$ cat config.mk
export PLATFORM = sky130hd
export DESIGN_NAME = home_climate_light_controller
export DESIGN_NICKNAME = d
export VERILOG_FILES = /design/src/rtl/core/hclc_pkg.sv /design/src/rtl/core/hclc_csr.sv /design/src/rtl/core/hclc_step.sv /design/src/rtl/core/home_climate_light_controller.sv
export SDC_FILE = /design/constraint.sdc
export NUM_CORES = 1
export LEC_CHECK = 0
export BUFFER_PORTS_ARGS = -buffer_cell sky130_fd_sc_hd__buf_4
export CAP_MARGIN = 30
export CORE_ASPECT_RATIO = 1.1
export CORE_MARGIN = 2
export CORE_UTILIZATION = 30
export CTS_CLUSTER_DIAMETER = 200
export CTS_CLUSTER_SIZE = 28
export DETAILED_ROUTE_END_ITERATION = 6
export PLACE_DENSITY_LB_ADDON = 0.2
export SYNTH_ARGS = -nofsm -noshare
export SYNTH_HDL_FRONTEND = slang
export SYNTH_SLANG_ARGS = --single-unit
$ cat constraint.sdc
create_clock -name clock -period 4.3 [get_ports clock]
set_input_delay 0.86 -clock clock [delete_from_list [all_inputs] [get_ports clock]]
set_output_delay 0.86 -clock clock [all_outputs]
set_load 0.02 [all_outputs]
$ cat src/rtl/core/hclc_pkg.sv
// Shared types and constants of the home climate and light controller.
package hclc_pkg;

   localparam int TEMP_W   = 8;
   localparam int STEP_W   = 12;
   localparam int BRIGHT_W = 13;
   localparam int HOUR_W   = 5;
   localparam int CMD_W    = 2;

   localparam int CSR_INDEX_W = 3;
   localparam int CSR_DATA_W  = 13;

   // Command codes; the unused codes 0 and 3 mean no change.
   localparam logic [CMD_W-1:0] CMD_POWER_ON  = 2'd1;
   localparam logic [CMD_W-1:0] CMD_POWER_OFF = 2'd2;
   localparam logic [CMD_W-1:0] MOTION_SEEN   = 2'd1;
   localparam logic [CMD_W-1:0] MOTION_NONE   = 2'd2;
   localparam logic [CMD_W-1:0] CMD_LIGHT_ON  = 2'd1;
   localparam logic [CMD_W-1:0] CMD_LIGHT_OFF = 2'd2;

   // Register indexes.
   localparam logic [CSR_INDEX_W-1:0] REG_PIPE_ON_BELOW  = 3'd0;
   localparam logic [CSR_INDEX_W-1:0] REG_PIPE_OFF_ABOVE = 3'd1;
   localparam logic [CSR_INDEX_W-1:0] REG_HEAT_ON_BELOW  = 3'd2;
   localparam logic [CSR_INDEX_W-1:0] REG_HEAT_OFF_ABOVE = 3'd3;
   localparam logic [CSR_INDEX_W-1:0] REG_COOL_ON_ABOVE  = 3'd4;
   localparam logic [CSR_INDEX_W-1:0] REG_COOL_OFF_BELOW = 3'd5;
   localparam logic [CSR_INDEX_W-1:0] REG_BRIGHT_STEP    = 3'd6;
   localparam logic [CSR_INDEX_W-1:0] REG_BRIGHT_FLOOR   = 3'd7;

   localparam logic [BRIGHT_W-1:0] LOAD_BRIGHT  = 13'd5000;
   localparam logic [HOUR_W-1:0]   NIGHT_AFTER  = 5'd16;
   localparam logic [HOUR_W-1:0]   NIGHT_BEFORE = 5'd5;
   localparam logic [HOUR_W-1:0]   RAMP_FIRST   = 5'd16;
   localparam logic [HOUR_W-1:0]   RAMP_LAST    = 5'd20;
   localparam logic [HOUR_W-1:0]   LAST_HOUR    = 5'd23;

   typedef struct packed {
      logic        [CMD_W-1:0]  power_cmd;
      logic signed [TEMP_W-1:0] temp_outside;
      logic        [CMD_W-1:0]  motion_outside;
      logic signed [TEMP_W-1:0] temp_inside;
      logic        [CMD_W-1:0]  light_cmd;
   } req_type;

   typedef struct packed {
      logic                power_on;
      logic                pipe_heating_on;
      logic                outside_lights_on;
      logic                heaters_on;
      logic                conditioner_on;
      logic                inside_lights_on;
      logic [BRIGHT_W-1:0] brightness_shown;
      logic [HOUR_W-1:0]   hour_now;
   } rsp_type;

   typedef struct packed {
      logic signed [TEMP_W-1:0] pipe_on_below;
      logic signed [TEMP_W-1:0] pipe_off_above;
      logic signed [TEMP_W-1:0] heat_on_below;
      logic signed [TEMP_W-1:0] heat_off_above;
      logic signed [TEMP_W-1:0] cool_on_above;
      logic signed [TEMP_W-1:0] cool_off_below;
      logic        [STEP_W-1:0] bright_step;
      logic      [BRIGHT_W-1:0] bright_floor;
   } cfg_type;

endpackage

$ cat src/rtl/core/hclc_csr.sv
// Configuration register file of the home climate and light controller.
module hclc_csr (
   input  logic                                clock,
   input  logic                                reset,
   input  logic                                wr_en,
   input  logic [hclc_pkg::CSR_INDEX_W-1:0]    wr_index,
   input  logic [hclc_pkg::CSR_DATA_W-1:0]     wr_data,
   output hclc_pkg::cfg_type                   cfg
);

   hclc_pkg::cfg_type cfg_ff;
   hclc_pkg::cfg_type cfg_in;

   always_comb begin
      cfg_in = cfg_ff;
      if (wr_en) begin
         unique case (wr_index)
            hclc_pkg::REG_PIPE_ON_BELOW:  cfg_in.pipe_on_below  = wr_data[hclc_pkg::TEMP_W-1:0];
            hclc_pkg::REG_PIPE_OFF_ABOVE: cfg_in.pipe_off_above = wr_data[hclc_pkg::TEMP_W-1:0];
            hclc_pkg::REG_HEAT_ON_BELOW:  cfg_in.heat_on_below  = wr_data[hclc_pkg::TEMP_W-1:0];
            hclc_pkg::REG_HEAT_OFF_ABOVE: cfg_in.heat_off_above = wr_data[hclc_pkg::TEMP_W-1:0];
            hclc_pkg::REG_COOL_ON_ABOVE:  cfg_in.cool_on_above  = wr_data[hclc_pkg::TEMP_W-1:0];
            hclc_pkg::REG_COOL_OFF_BELOW: cfg_in.cool_off_below = wr_data[hclc_pkg::TEMP_W-1:0];
            hclc_pkg::REG_BRIGHT_STEP:    cfg_in.bright_step    = wr_data[hclc_pkg::STEP_W-1:0];
            hclc_pkg::REG_BRIGHT_FLOOR:   cfg_in.bright_floor   = wr_data[hclc_pkg::BRIGHT_W-1:0];
            default:                      cfg_in = cfg_ff;
         endcase
      end
   end

   always_ff @(posedge clock) begin
      if (reset) begin
         cfg_ff.pipe_on_below  <= 8'sd0;
         cfg_ff.pipe_off_above <= 8'sd5;
         cfg_ff.heat_on_below  <= 8'sd22;
         cfg_ff.heat_off_above <= 8'sd25;
         cfg_ff.cool_on_above  <= 8'sd29;
         cfg_ff.cool_off_below <= 8'sd26;
         cfg_ff.bright_step    <= 12'd300;
         cfg_ff.bright_floor   <= 13'd2700;
      end else begin
         cfg_ff <= cfg_in;
      end
   end

   assign cfg = cfg_ff;

endmodule

$ cat src/rtl/core/hclc_step.sv
// Hourly state update: switch flags, hour counter and brightness ramp.
module hclc_step (
   input  logic              clock,
   input  logic              reset,
   input  logic              en,
   input  hclc_pkg::req_type req,
   input  hclc_pkg::cfg_type cfg,
   output hclc_pkg::rsp_type rsp
);

   logic                          power_ff, pipe_ff, out_ff, heat_ff, cool_ff, light_ff;
   logic                          power_in, pipe_in, out_in, heat_in, cool_in, light_in;
   logic [hclc_pkg::HOUR_W-1:0]   hour_ff, hour_in;
   logic [hclc_pkg::BRIGHT_W-1:0] bright_ff, bright_in;

   logic                          pipe_mid, heat_mid, cool_mid, night, ramp_hour;
   logic [hclc_pkg::BRIGHT_W-1:0] bright_load, shown;
   logic [hclc_pkg::BRIGHT_W:0]   ramp_diff;

   always_comb begin
      power_in  = power_ff;
      pipe_in   = pipe_ff;
      out_in    = out_ff;
      heat_in   = heat_ff;
      cool_in   = cool_ff;
      light_in  = light_ff;
      bright_in = bright_ff;
      shown     = '0;

      night     = (hour_ff > hclc_pkg::NIGHT_AFTER) || (hour_ff < hclc_pkg::NIGHT_BEFORE);
      ramp_hour = (hour_ff >= hclc_pkg::RAMP_FIRST) && (hour_ff <= hclc_pkg::RAMP_LAST);

      if (req.power_cmd == hclc_pkg::CMD_POWER_ON) begin
         power_in = 1'b1;
      end else if (req.power_cmd == hclc_pkg::CMD_POWER_OFF) begin
         power_in = 1'b0;
      end

      // The "on" rule of each flag goes before its "off" rule.
      pipe_mid = (req.temp_outside < cfg.pipe_on_below) ? 1'b1 : pipe_ff;
      heat_mid = (req.temp_inside < cfg.heat_on_below) ? 1'b1 : heat_ff;
      cool_mid = (req.temp_inside > cfg.cool_on_above) ? 1'b1 : cool_ff;

      bright_load = bright_ff;
      ramp_diff   = '0;

      if (power_in) begin
         pipe_in = (req.temp_outside > cfg.pipe_off_above) ? 1'b0 : pipe_mid;
         heat_in = (req.temp_inside > cfg.heat_off_above) ? 1'b0 : heat_mid;
         cool_in = (req.temp_inside < cfg.cool_off_below) ? 1'b0 : cool_mid;

         if ((req.motion_outside == hclc_pkg::MOTION_SEEN) && night) begin
            out_in = 1'b1;
         end else if (req.motion_outside == hclc_pkg::MOTION_NONE) begin
            out_in = 1'b0;
         end

         if ((req.light_cmd == hclc_pkg::CMD_LIGHT_ON) && !light_ff) begin
            light_in    = 1'b1;
            bright_load = hclc_pkg::LOAD_BRIGHT;
         end else if (req.light_cmd == hclc_pkg::CMD_LIGHT_OFF) begin
            light_in = 1'b0;
         end
         bright_in = bright_load;

         if (light_in) begin
            shown = bright_load;
            if (ramp_hour) begin
               // One extra bit holds the sign of the difference.
               ramp_diff = {1'b0, bright_load} - {2'b00, cfg.bright_step};
               if (ramp_diff[hclc_pkg::BRIGHT_W] ||
                   (ramp_diff[hclc_pkg::BRIGHT_W-1:0] < cfg.bright_floor)) begin
                  bright_in = cfg.bright_floor;
               end else begin
                  bright_in = ramp_diff[hclc_pkg::BRIGHT_W-1:0];
               end
            end
         end
         if (hour_ff == '0) begin
            bright_in = hclc_pkg::LOAD_BRIGHT;
         end
      end

      hour_in = (hour_ff >= hclc_pkg::LAST_HOUR) ? '0 : hour_ff + 1'b1;
   end

   always_ff @(posedge clock) begin
      if (reset) begin
         power_ff  <= 1'b0;
         pipe_ff   <= 1'b0;
         out_ff    <= 1'b0;
         heat_ff   <= 1'b0;
         cool_ff   <= 1'b0;
         light_ff  <= 1'b0;
         hour_ff   <= '0;
         bright_ff <= '0;
      end else if (en) begin
         power_ff  <= power_in;
         pipe_ff   <= pipe_in;
         out_ff    <= out_in;
         heat_ff   <= heat_in;
         cool_ff   <= cool_in;
         light_ff  <= light_in;
         hour_ff   <= hour_in;
         bright_ff <= bright_in;
      end
   end

   always_comb begin
      rsp.power_on          = power_in;
      rsp.pipe_heating_on   = pipe_in;
      rsp.outside_lights_on = out_in;
      rsp.heaters_on        = heat_in;
      rsp.conditioner_on    = cool_in;
      rsp.inside_lights_on  = light_in;
      rsp.brightness_shown  = shown;
      rsp.hour_now          = hour_ff;
   end

   // The hour counter moves by one, wrapping after the last hour.
   a_hour_advance: assert property (@(posedge clock) disable iff (reset)
      en |=> (hour_ff == (($past(hour_ff) >= hclc_pkg::LAST_HOUR) ? '0 : $past(hour_ff) + 1'b1)))
      else $error("hour counter did not advance");

   // With power off every flag but power holds.
   a_hold_off: assert property (@(posedge clock) disable iff (reset)
      (en && !power_in) |=> ({pipe_ff, out_ff, heat_ff, cool_ff, light_ff, bright_ff} ==
                             $past({pipe_ff, out_ff, heat_ff, cool_ff, light_ff, bright_ff})))
      else $error("state changed while power off");

   // The hour counter never leaves its range.
   a_hour_range: assert property (@(posedge clock) disable iff (reset)
      hour_ff <= hclc_pkg::LAST_HOUR)
      else $error("hour counter out of range");

endmodule

$ cat src/rtl/core/home_climate_light_controller.sv
// Top level of the home climate and light controller: handshakes and pipeline registers.
//
//   channel   ports                                direction   one beat carries
//   req       req_valid req_ready req_data         in          one hourly sample
//   rsp       rsp_valid rsp_ready rsp_data         out         flags, brightness, hour
//   csr       csr_valid csr_ready csr_index/wdata  in          one register write
//
// A sample beat lands in the input register; once the output stage can advance, comparators
// and a 14-bit subtract update the state and fill the output register, from which the
// result beat goes out. One sample is accepted every cycle while no result is stalled.
// Reset clears both pipeline valid bits, the state and the registers to their defaults.
// With rsp_ready low the output register holds, the input register fills and then
// req_ready drops; the register port is always ready.
module home_climate_light_controller (
   input  logic                             clock,
   input  logic                             reset,

   input  logic                             req_valid,
   output logic                             req_ready,
   input  hclc_pkg::req_type                req_data,

   output logic                             rsp_valid,
   input  logic                             rsp_ready,
   output hclc_pkg::rsp_type                rsp_data,

   input  logic                             csr_valid,
   output logic                             csr_ready,
   input  logic [hclc_pkg::CSR_INDEX_W-1:0] csr_index,
   input  logic [hclc_pkg::CSR_DATA_W-1:0]  csr_wdata
);

   hclc_pkg::cfg_type cfg;
   hclc_pkg::req_type in_data_ff;
   hclc_pkg::rsp_type out_data_ff, rsp_next;
   logic              in_valid_ff, in_valid_in;
   logic              out_valid_ff, out_valid_in;
   logic              advance, fire, take;

   assign csr_ready = 1'b1;

   hclc_csr u_csr (
      .clock    (clock),
      .reset    (reset),
      .wr_en    (csr_valid && csr_ready),
      .wr_index (csr_index),
      .wr_data  (csr_wdata),
      .cfg      (cfg)
   );

   // The output stage moves when it is empty or its beat is taken.
   assign advance   = !out_valid_ff || rsp_ready;
   assign fire      = in_valid_ff && advance;
   assign req_ready = !in_valid_ff || advance;
   assign take      = req_valid && req_ready;

   hclc_step u_step (
      .clock (clock),
      .reset (reset),
      .en    (fire),
      .req   (in_data_ff),
      .cfg   (cfg),
      .rsp   (rsp_next)
   );

   always_comb begin
      in_valid_in  = take ? 1'b1 : (fire ? 1'b0 : in_valid_ff);
      out_valid_in = advance ? in_valid_ff : out_valid_ff;
   end

   always_ff @(posedge clock) begin
      if (reset) begin
         in_valid_ff  <= 1'b0;
         out_valid_ff <= 1'b0;
      end else begin
         in_valid_ff  <= in_valid_in;
         out_valid_ff <= out_valid_in;
      end
   end

   always_ff @(posedge clock) begin
      if (take) begin
         in_data_ff <= req_data;
      end
      if (fire) begin
         out_data_ff <= rsp_next;
      end
   end

   assign rsp_valid = out_valid_ff;
   assign rsp_data  = out_data_ff;

   // A processed sample always shows up as a result in the next cycle.
   a_fire_result: assert property (@(posedge clock) disable iff (reset)
      fire |=> out_valid_ff)
      else $error("processed sample produced no result");

   // Brightness is only reported with power and inside lights on.
   a_shown_flags: assert property (@(posedge clock) disable iff (reset)
      (out_valid_ff && (out_data_ff.brightness_shown != '0)) |->
         (out_data_ff.power_on && out_data_ff.inside_lights_on))
      else $error("brightness shown with power or lights off");

   // A reported hour lies within the day.
   a_hour_report: assert property (@(posedge clock) disable iff (reset)
      out_valid_ff |-> (out_data_ff.hour_now <= hclc_pkg::LAST_HOUR))
      else $error("reported hour out of range");

   // The input side only stalls while a sample waits behind a stalled result.
   a_stall_cause: assert property (@(posedge clock) disable iff (reset)
      !req_ready |-> (in_valid_ff && out_valid_ff && !rsp_ready))
      else $error("input stalled without cause");

endmodule
==> summary.md, run 1 <==
| Metric | Value |
|---|---|
| Fraction of layout cells with a size suffix above 1 | `18.06%` |
| Total setup violations reported at the end of the flow | `0` |
| Setup crit start kind | `flip-flop` |
| Die Outline Area | `0.02663 mm2` |
| Number of buffers added on ports | `68` |
| Dpl hpwl | `13,990 um` |
| Number of vias in the routed layout | `5,863` |
| Clock period minus worst slack | `4.186 ns` |
| WP data required | `4.57 ns` |
| Aggregate routed wire length | `19,480 um` |
| FP Rows | `61` |
| Top Ports | `70` |
| Most numerous cell in the Yosys netlist | `sky130_fd_sc_hd__nand2_1` |
| Count of nets left with antenna violations after detail routing | `0` |
| Main area contributors after synthesis | `sky130_fd_sc_hd__dfxtp_1, sky130_fd_sc_hd__edfxtp_1, sky130_fd_sc_hd__ha_1, sky130_fd_sc_hd__nand2_1, sky130_fd_sc_hd__a21oi_1` |
| Yosys reg bits | `145` |
| Crit-path max cell delay | `0.44 ns` |
| Synth top cells by count | `sky130_fd_sc_hd__nand2_1, sky130_fd_sc_hd__dfxtp_1, sky130_fd_sc_hd__inv_1` |
| Post-Route Utilization | `37.30%` |
| CTS Sinks | `145` |
| Max-capacitance violation count | `0` |
| Synthesized Nets | `949` |
| Antenna cell count | `0` |
| WL per Instance | `15.64 um` |
| Slowest stage cell, crit path | `sky130_fd_sc_hd__or3b_4` |
| Via count normalized by instance count | `4.709` |
| CP arrival | `4.46 ns` |
| Share of the clock period used by the worst path | `97.35%` |
| Total DRC errors in the routed layout | `0` |
| Final hold violation count | `0` |
| Crit-path cells | `or3b_4 -> and2_1 -> ha_1 -> nor2b_1 -> o21a_1 -> o211ai_1 -> nand2_1 -> a21o_1 -> a21oi_2 -> xnor2_2 -> ha_1 -> a21o_1 -> a221oi_2 -> o21a_1 -> a31o_4 -> mux2_4 -> a21oi_4 -> a211oi_2` |
| Number of slew-limit violations in the final report | `0` |
| Post-CTS clock slew at the launch and capture registers of the worst setup and hold paths | `0.06 ns` |
| Number of antenna violations at the first check in global routing | `0` |
| Remaining max-slew budget at the tightest pin | `35.08%` |
| Core box area | `0.02511 mm2` |
| Synthesized instance count | `834` |
| Maximum number of pins on one net before global-route repair | `74` |
| Number of nets at the end of the flow | `1,032` |
| Maximum fanout count along the critical path | `6` |
| Peak supply drop | `180.9 uV` |
| Worst hold-check path type | `reg2reg` |
| Initial Util | `30.28%` |
| First-pass GRT wire length | `30,870 um` |
| Cell area after synthesis | `0.007602 mm2` |
| Number of synthesized flops with an enable pin | `46` |
| Setup tns final | `0 ns` |
| Number of unique standard cell types used by synthesis | `56` |
| Slew @ Worst Pin | `0.9702 ns` |
| Outcome | `finished, final reports clean` |
| Insertion delay of the later-clocked pin in the worst-skew pair | `0.43 ns` |
| All-Layer GR Usage | `15.13%` |
| Top cell type by total area after synthesis | `sky130_fd_sc_hd__dfxtp_1` |
| Avg Inst Size Synth | `9.115 um2` |
| Share of the yosys chip area belonging to registers | `44.24%` |
| Die Wd | `155.8 um` |
| Die height | `171.0 um` |
| Cts bufs inserted | `17` |
| Endpoint type of the worst setup path | `flip-flop` |
| Share of synthesized flip-flops with an asynchronous set or reset | `0%` |
| Number of global-route vias before repair | `5,721` |
| Number of synthesis warnings | `0` |
| Hold buffer count at cts | `0` |
| Max Root-Sink Buffers | `2` |
| Clock tree from TritonCTS | `yes` |
| Power per cell area | `365.9 mW/mm2` |
| H-tree depth | `4` |
| Final global-route overflow total | `0` |
| Clock root buffer master | `sky130_fd_sc_hd__clkbuf_16` |
| Top_reg_cell synth | `sky130_fd_sc_hd__dfxtp_1` |
| Start-to-end type of the worst setup path | `reg2reg` |
| Pre-antenna DRT Iters | `4` |
| Proportion of netlist area held by the largest area contributor | `26.07%` |
| Worst setup skew after layout | `0.01367 ns` |
| Count of routing violations after the opening detailed-route iteration | `216` |
| Layout-stage area growth over the synthesis result | `23.19%` |
| Highest Clock Rate | `238.9 MHz` |
| LEAKAGE | `3.896 nW` |
| Final weighted congestion in routability-driven placement | `0.8194` |
logic make-up after synthesis:
family / synth area share [%]
AND/OR/NAND/NOR: 17.36
XOR/XNOR: 1.613
other: 0.04933
flip-flops: 44.24
AO/OA/AOI/OAI: 15.22
adder cells (fa/ha/maj): 12.21
buffers and inverters: 6.122
multiplexers: 3.176
per-layer routing:
metal	up-vias	GRT usage, %	wire [um]
met5	-	0	0
met4	0	3.989	232
met3	14	3.901	695
li1	3021	-	-
met2	87	25.05	9364
met1	2741	19.62	9186
cell usage in the layout (no fill, tap or decap), types with 14 or more instances in the layout:
master                      netlist  layout
sky130_fd_sc_hd__edfxtp_1        46      46
sky130_fd_sc_hd__nor2_1          65      65
sky130_fd_sc_hd__o21a_1          14      14
sky130_fd_sc_hd__dfxtp_1         99      99
sky130_fd_sc_hd__buf_4            2      97
sky130_fd_sc_hd__a21o_1          21      21
sky130_fd_sc_hd__mux2i_1         23      23
sky130_fd_sc_hd__nand2_1        131     129
sky130_fd_sc_hd__nor2b_1         20      18
sky130_fd_sc_hd__clkbuf_16        0      18
sky130_fd_sc_hd__a21oi_1         71      67
sky130_fd_sc_hd__inv_1           81      80
sky130_fd_sc_hd__ha_1            71      67
sky130_fd_sc_hd__o21ai_0         16      16
sky130_fd_sc_hd__a211o_1         17      17
metrics by stage:
stage               hold slack (ns)  instance area [um2]  instances  setup slack (ns)  power, mW
floorplan                    0.4064                 7602        834          0.005485      1.792
global placement             0.4438                 8563       1208           0.06709      1.940
detailed placement           0.4454                 8583       1210          -0.08862      1.946
CTS                          0.4533                 9190       1242          0.004984      3.439
global route                 0.4717                 9365       1245          -0.06511      3.578
finish                       0.4523                 9365       1245            0.1140      3.427
sequential cells by signal, indices dropped and copies added, names as in the netlist, 5 cells and up:
signal / cells
in_data_ff: 22
u_step.hour_ff: 5
u_csr.cfg: 73
u_step.bright_ff: 13
rsp_data: 24
what timing repair did:
item | in CTS | in global routing
endpoints found under the setup margin | 8 | 13
setup buffers | 0 | 3
resized for setup | 4 | 26
pin swaps | 1 | 20
path summary, 6_finish.rpt:
path | cells after the start | to | from | slack, ns
max reg2reg | 18 | u_step.bright_ff[2]$_SDFFE_PP0P_ | in_data_ff[1]$_DFFE_PP_ | 0.11
max | 18 | u_step.bright_ff[2]$_SDFFE_PP0P_ | in_data_ff[1]$_DFFE_PP_ | 0.11
min reg2reg | 2 | u_step.bright_ff[10]$_SDFFE_PP0P_ | u_step.bright_ff[10]$_SDFFE_PP0P_ | 0.45
min | 2 | u_step.bright_ff[10]$_SDFFE_PP0P_ | u_step.bright_ff[10]$_SDFFE_PP0P_ | 0.45
worst max-delay path, delay by kind of cell, from the launching register on:
| family | cells | cell delay (ns) |
|---|---|---|
| compound gates | 10 | 1.75 |
| simple gates | 4 | 0.89 |
| flops | 1 | 0.38 |
| fa+ha+maj | 2 | 0.54 |
| mux | 1 | 0.33 |
| xor+xnor | 1 | 0.14 |
power breakdown:
group / total, mW / switching, mW / internal (mW)
combinational: 0.457 / 0.244 / 0.214
sequential: 1.49 / 0.0278 / 1.46
clock: 1.48 / 0.606 / 0.877
total: 3.43 / 0.878 / 2.55
layout make-up:
type	instances	area, um2
fillers	2549	15750
well taps	315	394.1
multi-input cells	571	3941
inverters	81	304.0
clock buffers	21	491.7
repair buffers	101	770.7
clock inverters	11	100.1
flip-flops and latches	145	3363
Note: power is estimated with default switching activity, not from simulation.
==> inputs of run 2 (changes only) <==
--- a/config.mk
+++ b/config.mk
@@ -16,4 +16,5 @@
 export PLACE_DENSITY_LB_ADDON = 0.2
 export SYNTH_ARGS = -nofsm -noshare
 export SYNTH_HDL_FRONTEND = slang
+export SYNTH_HIERARCHICAL = 1
 export SYNTH_SLANG_ARGS = --single-unit
==> constraint.sdc (replaced) <==
create_clock -name clock -period 3.6 [get_ports clock]
set_input_delay 0.72 -clock clock [delete_from_list [all_inputs] [get_ports clock]]
set_output_delay 0.72 -clock clock [all_outputs]
set_load 0.02 [all_outputs]
==> run 2 against run 1 <==
Compared with the run above:
- the flow now finishes with violations (negative setup slack)
- global-route usage fell by 0.86 points
- sequential share of layout area fell by 1.6 points
- final cell count rose by 1.4%
- critical path depth rose by 1
- utilization rose by 0.32 points
- via count fell by 2.4%
- flip-flop and latch count did not move
- synthesized cell count fell by 4.7%
- sequential power rose by 19%
- combinational power rose by 31%
- critical path type unchanged
- critical endpoint is now u_step/bright_ff[11]$_SDFFE_PP0P_
- largest cell class unchanged
- highest routed layer unchanged
==> summary.md, run 2 <==
| Metric | Value |
|---|---|
| Setup repair after global routing missed its margin | `true` |
| Clock tree from TritonCTS | `yes (unchanged)` |
| LEAKAGE | `4.303 nW (was 3.896 nW)` |
| Synthesized Nets | `910 (was 949)` |
| Share of the clock period used by the worst path | `103.9% (was 97.35%)` |
| Worst setup skew after layout | `0.008640 ns (was 0.01367 ns)` |
| Proportion of netlist area held by the largest area contributor | `25.04% (was 26.07%)` |
| Endpoint type of the worst setup path | `flip-flop (unchanged)` |
| Antenna cell count | `0 (unchanged)` |
| Core box area | `0.02607 mm2 (was 0.02511 mm2)` |
| Peak supply drop | `268.8 uV (was 180.9 uV)` |
| Hold buffer count at cts | `0 (unchanged)` |
| Layout-stage area growth over the synthesis result | `23.85% (was 23.19%)` |
| Cell area after synthesis | `0.007916 mm2 (was 0.007602 mm2)` |
| Dpl hpwl | `14,030 um (was 13,990 um)` |
| Crit-path cells | `nand2_4 -> nor2_4 -> buf_4 -> or2_2 -> ha_2 -> or2_1 -> o21bai_1 -> o21bai_1 -> a21oi_2 -> xnor2_2 -> ha_1 -> nand4_1 -> nor3_2 -> a21oi_2 -> a31oi_4 -> buf_4 -> buf_8 -> mux2i_2 -> a211oi_1 (was or3b_4 -> and2_1 -> ha_1 -> nor2b_1 -> o21a_1 -> o211ai_1 -> nand2_1 -> a21o_1 -> a21oi_2 -> xnor2_2 -> ha_1 -> a21o_1 -> a221oi_2 -> o21a_1 -> a31o_4 -> mux2_4 -> a21oi_4 -> a211oi_2)` |
| Final hold violation count | `0 (unchanged)` |
| Number of nets at the end of the flow | `1,012 (was 1,032)` |
| Top cell type by total area after synthesis | `sky130_fd_sc_hd__dfxtp_1 (unchanged)` |
| Top Ports | `70 (unchanged)` |
| Final global-route overflow total | `0 (unchanged)` |
| Clock root buffer master | `sky130_fd_sc_hd__clkbuf_16 (unchanged)` |
| H-tree depth | `4 (unchanged)` |
| Failing checks | `negative setup slack` |
| Synth top cells by count | `sky130_fd_sc_hd__dfxtp_1, sky130_fd_sc_hd__mux2i_1, sky130_fd_sc_hd__inv_1 (was sky130_fd_sc_hd__nand2_1, sky130_fd_sc_hd__dfxtp_1, sky130_fd_sc_hd__inv_1)` |
| Count of nets left with antenna violations after detail routing | `0 (unchanged)` |
| Max FFs per register | `73 (unchanged)` |
| Die Wd | `158.9 um (was 155.8 um)` |
| Most numerous cell in the Yosys netlist | `sky130_fd_sc_hd__dfxtp_1 (was sky130_fd_sc_hd__nand2_1)` |
| WP data required | `3.91 ns (was 4.57 ns)` |
| Count of routing violations after the opening detailed-route iteration | `213 (was 216)` |
| Highest Clock Rate | `267.3 MHz (was 238.9 MHz)` |
| Yosys reg bits | `145 (unchanged)` |
| Synthesized instance count | `795 (was 834)` |
| Slowest stage cell, crit path | `sky130_fd_sc_hd__edfxtp_1 (was sky130_fd_sc_hd__or3b_4)` |
| Die Outline Area | `0.02770 mm2 (was 0.02663 mm2)` |
| Max Root-Sink Buffers | `2 (unchanged)` |
| Number of slew-limit violations in the final report | `0 (unchanged)` |
| Worst hold-check path type | `in2reg (was reg2reg)` |
| All-Layer GR Usage | `14.27% (was 15.13%)` |
| Critical path's top delay family | `simple AND/OR/NAND/NOR gates (was compound AO/OA/AOI/OAI gates)` |
| Number of cells in the design after placement | `1,220 (was 1,210)` |
| Via count normalized by instance count | `4.535 (was 4.709)` |
| Number of unique standard cell types used by synthesis | `66 (was 56)` |
| Slew @ Worst Pin | `0.7188 ns (was 0.9702 ns)` |
| Number of global-route vias before repair | `5,858 (was 5,721)` |
| Post-route worst setup slack | `-0.1415 ns (was 0.1140 ns)` |
| Total DRC errors in the routed layout | `0 (unchanged)` |
| Fraction of layout cells with a size suffix above 1 | `22.53% (was 18.06%)` |
| Cts bufs inserted | `17 (unchanged)` |
| Total setup violations reported at the end of the flow | `13 (was 0)` |
| Number of buffers added on ports | `68 (unchanged)` |
| CP Buf/Inv Count | `3 (was 0)` |
| Maximum fanout count along the critical path | `8 (was 6)` |
| Aggregate routed wire length | `19,030 um (was 19,480 um)` |
| Sequential cell area | `0.003363 mm2 (unchanged)` |
| Number of synthesized flops with an enable pin | `46 (unchanged)` |
| FP Rows | `62 (was 61)` |
| Die height | `174.4 um (was 171.0 um)` |
| Start-to-end type of the worst setup path | `reg2reg (unchanged)` |
| Commonest cells after routing, fill and taps aside | `sky130_fd_sc_hd__buf_4, sky130_fd_sc_hd__dfxtp_1, sky130_fd_sc_hd__mux2i_1, sky130_fd_sc_hd__inv_1, sky130_fd_sc_hd__nor2_1 (was sky130_fd_sc_hd__nand2_1, sky130_fd_sc_hd__dfxtp_1, sky130_fd_sc_hd__buf_4, sky130_fd_sc_hd__inv_1)` |
| First-pass GRT wire length | `31,080 um (was 30,870 um)` |
| Outcome | `complete, but fails checks (was finished, final reports clean)` |
| Post-CTS clock slew at the launch and capture registers of the worst setup and hold paths | `0.07 ns (was 0.06 ns)` |
| Multi-input gate area in the final layout | `0.004207 mm2 (was 0.003941 mm2)` |
| Crit-path max cell delay | `0.42 ns (was 0.44 ns)` |
| Power per cell area | `416.4 mW/mm2 (was 365.9 mW/mm2)` |
| Pre-antenna DRT Iters | `4 (unchanged)` |
| Insertion delay of the later-clocked pin in the worst-skew pair | `0.43 ns (about the same)` |
| Final weighted congestion in routability-driven placement | `0.7869 (was 0.8194)` |
| Remaining max-slew budget at the tightest pin | `51.90% (was 35.08%)` |
| Max-capacitance violation count | `0 (unchanged)` |
| WL per Instance | `15.08 um (was 15.64 um)` |
| Share of synthesized flip-flops with an asynchronous set or reset | `0% (unchanged)` |
| Worst-case setup slack after placement | `-0.2675 ns (was -0.08862 ns)` |
| Top_reg_cell synth | `sky130_fd_sc_hd__dfxtp_1 (unchanged)` |
| Post-route insts no fill | `1,262 (was 1,245)` |
| Maximum number of pins on one net before global-route repair | `68 (was 74)` |
| Post-layout total power | `4.082 mW (was 3.427 mW)` |
| Initial Util | `30.37% (was 30.28%)` |
| Setup crit start kind | `flip-flop (unchanged)` |
| Avg Inst Size Synth | `9.958 um2 (was 9.115 um2)` |
| Clock period minus worst slack | `3.741 ns (was 4.186 ns)` |
| Number of antenna violations at the first check in global routing | `0 (unchanged)` |
| Number of synthesis warnings | `6 (was 0)` |
| CTS Sinks | `145 (unchanged)` |
| CP arrival | `4.05 ns (was 4.46 ns)` |
| Main area contributors after synthesis | `sky130_fd_sc_hd__dfxtp_1, sky130_fd_sc_hd__edfxtp_1, sky130_fd_sc_hd__ha_1, sky130_fd_sc_hd__mux2i_1, sky130_fd_sc_hd__nand2b_1 (was sky130_fd_sc_hd__dfxtp_1, sky130_fd_sc_hd__edfxtp_1, sky130_fd_sc_hd__ha_1, sky130_fd_sc_hd__nand2_1, sky130_fd_sc_hd__a21oi_1)` |
| Most common library cell in the layout ignoring fill and taps | `sky130_fd_sc_hd__buf_4 (was sky130_fd_sc_hd__nand2_1)` |
| Share of the yosys chip area belonging to registers | `42.48% (was 44.24%)` |
| Total of fill cells in the finished design | `2,687 (was 2,549)` |
| Number of vias in the routed layout | `5,723 (was 5,863)` |
## run 2: what timing repair did
action / 4_1_cts / 5_1_grt
cloned: 1 / 0
hold endpoints to repair: 0 / 0
pin swaps: 30 / 16
setup endpoints to repair: 13 / 13
setup buffers: 8 / 2
gates resized for setup: 25 / 15
## run 2: worst paths after layout
path,endpoint,slack (ns),startpoint,cells after the start
max,u_step/bright_ff[11]$_SDFFE_PP0P_,-0.14,in_data_ff[0]$_DFFE_PP_,19
min,in_data_ff[13]$_DFFE_PP_,0.47,req_data[13],1
max reg2reg,u_step/bright_ff[11]$_SDFFE_PP0P_,-0.14,in_data_ff[0]$_DFFE_PP_,19
min reg2reg,u_csr/cfg[47]$_SDFFE_PP0P_,0.48,u_csr/cfg[47]$_SDFFE_PP0P_,2
## run 2: cells by family (layout without fill, tap and decap cells)
| group | after synthesis | count (layout) | share of synthesized area, % |
|---|---|---|---|
| flip-flops | 145 | 145 | 42.48 |
| other | 1 | 1 | 0.04737 |
| AND/OR/NAND/NOR | 238 | 238 | 16.47 |
| AO/OA/AOI/OAI | 119 | 119 | 10.10 |
| adder cells (fa/ha/maj) | 73 | 73 | 11.60 |
| XOR/XNOR | 13 | 13 | 1.533 |
| multiplexers | 89 | 89 | 11.27 |
| buffers and inverters | 117 | 232 | 6.496 |
## run 2: cell type report
type                    instances  area share [%]
repair buffers                119           9.393
clock inverters                14           1.212
flip-flops and latches        145           34.30
multi-input cells             533           42.90
well taps                     352           4.492
inverters                      81           3.101
clock buffers                  18           4.594
## run 2: layer usage
metal / wire, um / up-vias / track usage [%]
li1: - / 2929 / -
met1: 8763 / 2681 / 17.65
met2: 9211 / 88 / 24.60
met3: 567 / 25 / 2.768
met4: 492 / 0 / 5.455
met5: 0 / - / 0
## run 2: per-stage QoR
step                utilization (%)  hold WS (ns)  cell area [um2]  setup TNS (ns)
floorplan                         -        0.4382             7945               0
global placement              34.54        0.4608             9002          -2.021
detailed placement            34.54        0.4662             9002          -3.066
CTS                           37.38        0.4440             9744         -0.8934
global route                  37.62        0.4435             9804          -4.248
finish                        37.62        0.4653             9804          -1.466
## run 2: report_power, final
part           internal [mW]  switching, mW
registers               1.74         0.0318
logic                  0.289          0.308
clock network          0.946          0.768
total                   2.97           1.11
